File: config.mk
export PLATFORM = sky130hd
export DESIGN_NAME = rpsu_ctrl_flat
export DESIGN_NICKNAME = d
export VERILOG_FILES = /design/src/design/rpsu_pkg.sv /design/src/design/rpsu_req_if.sv /design/src/design/rpsu_ctrl.sv /design/src/flat_wrapper.sv
export SDC_FILE = /design/constraint.sdc
export NUM_CORES = 1
export LEC_CHECK = 0
export BUFFER_PORTS_ARGS = -buffer_cell sky130_fd_sc_hd__buf_4
export CAP_MARGIN = 5
export CORE_ASPECT_RATIO = 0.6
export CORE_MARGIN = 3
export CORE_UTILIZATION = 45
export DETAILED_ROUTE_END_ITERATION = 7
export PLACE_DENSITY = 0.71
export SETUP_SLACK_MARGIN = 0.1
export SLEW_MARGIN = 0
export SYNTH_ARGS = -nofsm -noshare
export SYNTH_HDL_FRONTEND = slang
export SYNTH_SLANG_ARGS = --single-unit
File: constraint.sdc
create_clock -name clk -period 5.5 [get_ports clk]
set_input_delay 0 -clock clk [delete_from_list [all_inputs] [get_ports clk]]
set_output_delay 0 -clock clk [all_outputs]
set_load 0.02 [all_outputs]
File: src/design/rpsu_pkg.sv
// ----------------------------------------------------------------------------
// rpsu_pkg
// Shared types and constants of the register pair and stack unit.
// ----------------------------------------------------------------------------
package rpsu_pkg;

	localparam int ADDRESS_BITS_DEF = 16;

	typedef enum logic [3:0] {
		CMD_PUSH     = 4'd0,
		CMD_POP      = 4'd1,
		CMD_DAD      = 4'd2,
		CMD_INX      = 4'd3,
		CMD_DCX      = 4'd4,
		CMD_XCHG     = 4'd5,
		CMD_XTHL     = 4'd6,
		CMD_SPHL     = 4'd7,
		CMD_LOADPAIR = 4'd8,
		CMD_MEMWRITE = 4'd9,
		CMD_MEMREAD  = 4'd10,
		CMD_LOADPSW  = 4'd11
	} command_t;

	localparam logic [1:0] PAIR_BC = 2'd0;
	localparam logic [1:0] PAIR_DE = 2'd1;
	localparam logic [1:0] PAIR_HL = 2'd2;
	localparam logic [1:0] PAIR_SP = 2'd3;

	typedef enum logic [2:0] {
		ST_IDLE,
		ST_A0,
		ST_A1,
		ST_A2,
		ST_A3,
		ST_DONE
	} state_t;

	typedef struct packed {
		logic        we;
		logic [15:0] addr;
		logic [7:0]  wdata;
	} mem_req_t;

	typedef struct packed {
		logic [15:0] pair_bc;
		logic [15:0] pair_de;
		logic [15:0] pair_hl;
		logic [15:0] stack_top;
		logic [15:0] instr_address;
		logic [7:0]  acc_value;
		logic [7:0]  status_byte;
		logic [7:0]  read_byte;
	} res_t;

endpackage

File: src/design/rpsu_req_if.sv
// ----------------------------------------------------------------------------
// rpsu_req_if
// Command channel: one item carries a command and its operands.
// ----------------------------------------------------------------------------
interface rpsu_req_if;
	logic        valid;
	logic        ready;
	logic [3:0]  command;
	logic [1:0]  pair;
	logic [15:0] address;
	logic [15:0] value;

	modport source (output valid, output command, output pair, output address,
		output value, input ready);
	modport sink (input valid, input command, input pair, input address,
		input value, output ready);
endinterface

File: src/design/rpsu_ctrl.sv
// ----------------------------------------------------------------------------
// rpsu_ctrl
// Sequencer and register file: runs the memory accesses of a command and
// commits the register updates.
// ----------------------------------------------------------------------------
module rpsu_ctrl
	import rpsu_pkg::*;
(
	input  logic       clk,
	input  logic       arst_n,
	rpsu_req_if.sink   request,
	output mem_req_t   mem_req,
	input  logic [7:0] mem_rdata,
	input  logic       res_free,
	output logic       res_load,
	output res_t       res_data
);

	state_t state_q, state_d;

	command_t    cmd_q;
	logic [1:0]  pair_q;
	logic [15:0] addr_q;
	logic [15:0] value_q;
	logic [7:0]  lo_q, hi_q;

	logic [15:0] bc_q, de_q, hl_q, sp_q, pc_q;
	logic [7:0]  acc_q;
	logic [4:0]  flag_q;

	logic [15:0] bc_d, de_d, hl_d, sp_d, pc_d;
	logic [7:0]  acc_d, rd_d;
	logic [4:0]  flag_d;

	logic [15:0] sel_pair, push_word, step_word;
	logic [16:0] dad_sum;
	logic        accept, cap_lo, cap_hi;

	function automatic logic [7:0] pack_flags(input logic [4:0] f);
		pack_flags = {f[4], f[3], 1'b0, f[2], 1'b0, f[1], 1'b1, f[0]};
	endfunction

	function automatic logic [4:0] unpack_flags(input logic [7:0] b);
		unpack_flags = {b[7], b[6], b[4], b[2], b[0]};
	endfunction

	function automatic logic is_mem_cmd(input command_t c);
		is_mem_cmd = (c == CMD_PUSH) || (c == CMD_POP) || (c == CMD_XTHL) ||
			(c == CMD_MEMWRITE) || (c == CMD_MEMREAD);
	endfunction

	always_comb begin
		state_d = state_q;
		unique case (state_q)
			ST_IDLE: begin
				if (request.valid) begin
					state_d = is_mem_cmd(command_t'(request.command)) ? ST_A0 : ST_DONE;
				end
			end
			ST_A0: state_d = (cmd_q == CMD_MEMWRITE) ? ST_DONE : ST_A1;
			ST_A1: state_d = (cmd_q == CMD_PUSH || cmd_q == CMD_MEMREAD) ? ST_DONE : ST_A2;
			ST_A2: state_d = (cmd_q == CMD_POP) ? ST_DONE : ST_A3;
			ST_A3: state_d = ST_DONE;
			ST_DONE: begin
				if (res_free) begin
					state_d = ST_IDLE;
				end
			end
			default: state_d = ST_IDLE;
		endcase
	end

	always_comb begin
		unique case (pair_q)
			PAIR_BC: sel_pair = bc_q;
			PAIR_DE: sel_pair = de_q;
			PAIR_HL: sel_pair = hl_q;
			default: sel_pair = sp_q;
		endcase
		push_word = (pair_q == PAIR_SP) ? {acc_q, pack_flags(flag_q)} : sel_pair;
	end

	always_comb begin
		request.ready = 1'b0;
		mem_req       = '{we: 1'b0, addr: sp_q, wdata: 8'h00};
		cap_lo        = 1'b0;
		cap_hi        = 1'b0;
		res_load      = 1'b0;
		unique case (state_q)
			ST_IDLE: request.ready = 1'b1;
			ST_A0: begin
				unique case (cmd_q)
					CMD_PUSH: mem_req = '{we: 1'b1, addr: sp_q - 16'd1, wdata: push_word[15:8]};
					CMD_MEMWRITE: mem_req = '{we: 1'b1, addr: addr_q, wdata: value_q[7:0]};
					CMD_MEMREAD: mem_req = '{we: 1'b0, addr: addr_q, wdata: 8'h00};
					default: mem_req = '{we: 1'b0, addr: sp_q, wdata: 8'h00};
				endcase
			end
			ST_A1: begin
				cap_lo = 1'b1;
				if (cmd_q == CMD_PUSH) begin
					mem_req = '{we: 1'b1, addr: sp_q - 16'd2, wdata: push_word[7:0]};
				end else begin
					mem_req = '{we: 1'b0, addr: sp_q + 16'd1, wdata: 8'h00};
				end
			end
			ST_A2: begin
				cap_hi  = 1'b1;
				mem_req = '{we: (cmd_q == CMD_XTHL), addr: sp_q, wdata: hl_q[7:0]};
			end
			ST_A3: mem_req = '{we: 1'b1, addr: sp_q + 16'd1, wdata: hl_q[15:8]};
			ST_DONE: res_load = res_free;
			default: request.ready = 1'b0;
		endcase
	end

	assign accept = request.valid && request.ready;

	always_comb begin
		bc_d      = bc_q;
		de_d      = de_q;
		hl_d      = hl_q;
		sp_d      = sp_q;
		acc_d     = acc_q;
		flag_d    = flag_q;
		rd_d      = 8'h00;
		step_word = sel_pair;
		dad_sum   = {1'b0, hl_q} + {1'b0, sel_pair};
		pc_d      = (cmd_q <= CMD_SPHL) ? pc_q + 16'd1 : pc_q;
		unique case (cmd_q)
			CMD_PUSH: sp_d = sp_q - 16'd2;
			CMD_POP: begin
				step_word = {hi_q, lo_q};
				sp_d      = sp_q + 16'd2;
			end
			CMD_DAD: begin
				hl_d      = dad_sum[15:0];
				flag_d[0] = dad_sum[16];
			end
			CMD_INX: step_word = sel_pair + 16'd1;
			CMD_DCX: step_word = sel_pair - 16'd1;
			CMD_XCHG: begin
				de_d = hl_q;
				hl_d = de_q;
			end
			CMD_XTHL: hl_d = {hi_q, lo_q};
			CMD_SPHL: sp_d = hl_q;
			CMD_LOADPAIR: step_word = value_q;
			CMD_MEMREAD: rd_d = lo_q;
			CMD_LOADPSW: begin
				acc_d  = value_q[15:8];
				flag_d = unpack_flags(value_q[7:0]);
			end
			default: rd_d = 8'h00;
		endcase
		if ((cmd_q == CMD_POP) && (pair_q == PAIR_SP)) begin
			acc_d  = hi_q;
			flag_d = unpack_flags(lo_q);
		end else if ((cmd_q == CMD_POP) || (cmd_q == CMD_INX) || (cmd_q == CMD_DCX) ||
				(cmd_q == CMD_LOADPAIR)) begin
			unique case (pair_q)
				PAIR_BC: bc_d = step_word;
				PAIR_DE: de_d = step_word;
				PAIR_HL: hl_d = step_word;
				default: sp_d = step_word;
			endcase
		end
		res_data = '{pair_bc: bc_d, pair_de: de_d, pair_hl: hl_d, stack_top: sp_d,
			instr_address: pc_d, acc_value: acc_d, status_byte: pack_flags(flag_d),
			read_byte: rd_d};
	end

	always_ff @(posedge clk or negedge arst_n) begin
		if (!arst_n) begin
			state_q <= ST_IDLE;
			bc_q    <= '0;
			de_q    <= '0;
			hl_q    <= '0;
			sp_q    <= '0;
			pc_q    <= '0;
			acc_q   <= '0;
			flag_q  <= '0;
		end else begin
			state_q <= state_d;
			if (res_load) begin
				bc_q   <= bc_d;
				de_q   <= de_d;
				hl_q   <= hl_d;
				sp_q   <= sp_d;
				pc_q   <= pc_d;
				acc_q  <= acc_d;
				flag_q <= flag_d;
			end
		end
	end

	always_ff @(posedge clk) begin
		if (accept) begin
			cmd_q   <= command_t'(request.command);
			pair_q  <= request.pair;
			addr_q  <= request.address;
			value_q <= request.value;
		end
		if (cap_lo) begin
			lo_q <= mem_rdata;
		end
		if (cap_hi) begin
			hi_q <= mem_rdata;
		end
	end

endmodule

File: src/flat_wrapper.sv
// flat-port wrapper written by rule: the top's interface ports become plain ports
module rpsu_ctrl_flat import rpsu_pkg::*;
  (clk, arst_n, mem_req, mem_rdata, res_free, res_load, res_data, request_valid, request_command, request_pair, request_address, request_value, request_ready);
  rpsu_req_if request_i ();
  input  logic clk;
  input  logic arst_n;
  output mem_req_t mem_req;
  input  logic [7:0] mem_rdata;
  input  logic res_free;
  output logic res_load;
  output res_t res_data;
  input wire logic [$bits(request_i.valid)-1:0] request_valid;
  input wire logic [$bits(request_i.command)-1:0] request_command;
  input wire logic [$bits(request_i.pair)-1:0] request_pair;
  input wire logic [$bits(request_i.address)-1:0] request_address;
  input wire logic [$bits(request_i.value)-1:0] request_value;
  output wire logic [$bits(request_i.ready)-1:0] request_ready;
  assign request_i.valid = request_valid;
  assign request_i.command = request_command;
  assign request_i.pair = request_pair;
  assign request_i.address = request_address;
  assign request_i.value = request_value;
  assign request_ready = request_i.ready;
  rpsu_ctrl u_core (.clk(clk), .arst_n(arst_n), .request(request_i), .mem_req(mem_req), .mem_rdata(mem_rdata), .res_free(res_free), .res_load(res_load), .res_data(res_data));
endmodule
==> run metrics <==
Post-synth ARST share=64.0%; CTS root buf=clkbuf_16; post-place setup slack=around 1.2 ns; Mapped Area=between 10,000 and 15,000 µm²; GRT Overall Usage=between 30% and 40%; Die Area=roughly 29,000 µm²; DRC viols=1; Final HPWL DP=38.6 mm; CP Cell Sequence=buf_4 > nor2b_1 > a211oi_1 > nor2_1 > ha_1 > a211oi_1 > nand2_1 > o21ai_0 > o22a_1 > o221ai_1 > mux2_2 > o2bb2ai_1 > inv_1 > buf_4; CP required=approximately 5.5 ns; initial antenna violation count=1; multi-input logic area=around 7500 µm²; H-tree depth=4; Mean Syn Cell Area=~8.4 µm²; first-pass GRT wire length=76.8 mm; Achievable Freq=between 200 and 250 MHz; clock sink count=150; VDD IR-drop max=~370 µV; Clock Pin Slew Worst Setup and Hold Paths=0.06 ns; I/O pins=181; GP Congestion=approximately 1.0; fin worst setup slack=between 0.5 and 0.6 ns; share of cells above drive strength 1=about a fifth; Syn-to-layout area delta=23.0%; CP Capture Type=output pin; type of the worst min-delay path=in -> async; via count=approximately 13,000; Tightest Pin Transition=1.26 ns; WHS=roughly 0.052 ns; vias per cell=6.61; total gr overflow=0; worst reg2reg path startpoint=u_core.pair_q[0]; vias in the first global route=roughly 12,000; die width=between 200 and 250 µm; Synth top area share=approximately 20%; count leader, synth=nand2_1; startpoint types=flip-flop; setup TNS=0 ns; Finish-stage setup viols=0; largest net degree at the start of global routing=73; synthesis-stage register bit count=150; MaxCap Viol Count=0; Critical Path Stages=14; top_reg_cell synth=dfrtp_1; CP delay by family, top=compound AO/OA/AOI/OAI gates; register area share after synthesis=33.4%; violated checks=DRC; top post-synthesis cells by area=dfrtp_1, edfxtp_1, o21ai_0, a21oi_1, nand2_1; Slew Limit Fails=0; Seq. cell area=~4000 µm²; drt pass-1 iters=8; fin crit share=between 80 and 90%; CTS tree=built; core region area=25,800 µm²; # fillers=2,367; # diodes=0; Final min period=4.92 ns; num rows=45; Slew HR=roughly 16%; Syn Inst Count=approximately 1,400; Post-Route WL=around 52 mm; Worst R2R End=u_core.sp_q[11]; CP Max Fanout=44; CTS Buf Count=17; Syn. warnings=0; Fin. Hold Viols=0; Setup Skew=approximately 0.0088 ns; Die Height=roughly 130 µm; Worst R2R Path Depth=13; number of flops mapped to enable cells by yosys=54; Commonest cells post-synth=nand2_1, o21ai_0, a21oi_1; critical path's largest stage delay=0.62 ns; RSZ-0062 raised after global routing=false; power per cell area=approximately 510 nW/µm²; cell leakage power=between 0.006 and 0.007 µW; clock buffer depth=2; critical path buffer and inverter count=3; status=finished, violations left; Synth area leader=dfrtp_1; NumNets Final=~1,700; slowest CP cell=edfxtp_1; DR WL/cell=26.6 µm; setup slack, reg-to-reg=about 0.95 ns; post-synthesis cell type count=84; antenna-violating nets left=0; Worst Path Arrival=just under 5 ns; WS Path Type=reg -> out; 1st-iter DRT viols=2,250; Initial Utilization=a little under half; worst skew pair latency=0.45 ns; port buffer count=roughly 180; Setup Fix Bufs, Post-CTS=0
worst max path at each step:
stage | from | endpoint | slack, ns
3_5_place_dp | u_core.pair_q[0] | u_core.sp_q[11] | 1.17
4_1_cts | u_core.pair_q[0] | res_data[71] | 0.76
6_report | u_core.pair_q[0] | res_data[71] | 0.58
2_1_floorplan | u_core.pair_q[0] | u_core.sp_q[14] | 0.89
5_1_grt | u_core.pair_q[0] | res_data[71] | 0.27
3_3_place_gp | u_core.pair_q[0] | u_core.sp_q[11] | 1.16
area by class of cell:
type                    count  area share, %
clock buffers              19           2.99
inverters                  36          0.912
multi-input cells        1135           50.6
well taps                 352           2.97
repair buffers            263           14.2
clock inverters            13           1.16
flip-flops and latches    150           27.1
what timing repair did:
item / CTS / global route
hold buffers: 51 / 0
gates resized for setup: 0 / 0
endpoints found under the hold margin: 80 / 0
metrics by stage:
stage / std cells / utilization [%] / total power, µW / area (µm²)
after floorplan: 1433 / - / 4440 / 12100
after global placement: 1885 / 53.1 / 6050 / 13700
after detailed placement: 1885 / 53.1 / 6080 / 13700
after CTS: 1968 / 57.5 / 7400 / 14800
after global routing: 1968 / 57.5 / 7890 / 14800
final: 1968 / 57.5 / 7560 / 14800
where the power goes:
part / internal [µW] / switching [µW]
logic: 1600 / 2560
registers: 1450 / 674
clock network: 733 / 534
total: 3790 / 3770
cells by family after synthesis:
logic type | synth area share, %
AO/OA/AOI/OAI | 25.5
XOR/XNOR | 4.87
adder cells (fa/ha/maj) | 4.38
buffers and inverters | 4.85
flip-flops | 33.4
multiplexers | 8.99
other | 0.0623
AND/OR/NAND/NOR | 17.9
worst register-to-register path: cells and delay by family, from the launching register on:
| kind | cells | cell delay (ns) |
|---|---|---|
| xor gates and xnor gates | 1 | 0.13 |
| muxes | 1 | 0.29 |
| DFF | 1 | 0.62 |
| AOI/OAI and AO/OA | 6 | 1.88 |
| buffers and inverters | 1 | 0.49 |
| and+or+nand+nor | 3 | 0.59 |
| adders and majority gates | 1 | 0.43 |
sequential cells by signal, indices dropped and copies added, names as in the netlist, 8 cells and up:
| name | count |
|---|---|
| u_core.sp_q | 16 |
| u_core.addr_q | 16 |
| u_core.hl_q | 16 |
| u_core.de_q | 16 |
| u_core.value_q | 16 |
| u_core.bc_q | 16 |
| u_core.pc_q | 16 |
| u_core.lo_q | 8 |
| u_core.acc_q | 8 |
| u_core.hi_q | 8 |
cells in the final DEF (no fill, tap or decap), types with 22 or more instances in the layout:
cell / instances
a211oi_1: 29
a21oi_1: 129
a222oi_1: 23
buf_4: 212
dfrtp_1: 96
dlygate4sd3_1: 50
edfxtp_1: 54
ha_1: 39
inv_1: 35
mux2_2: 51
mux2i_1: 39
nand2_1: 168
nand3_1: 29
nor2_1: 103
nor2b_1: 22
nor3_1: 39
o21ai_0: 129
xnor2_1: 41
xor2_1: 26
metal layers:
layer / track usage [%] / share of wire, % / vias up
li1: - / - / 5659
met1: 52.8 / 43 / 6239
met2: 46.1 / 38 / 990
met3: 15.7 / 16 / 118
met4: 9.23 / 2.3 / 2
met5: 0 / 0.025 / -
Power figures use the tool's default switching activity.
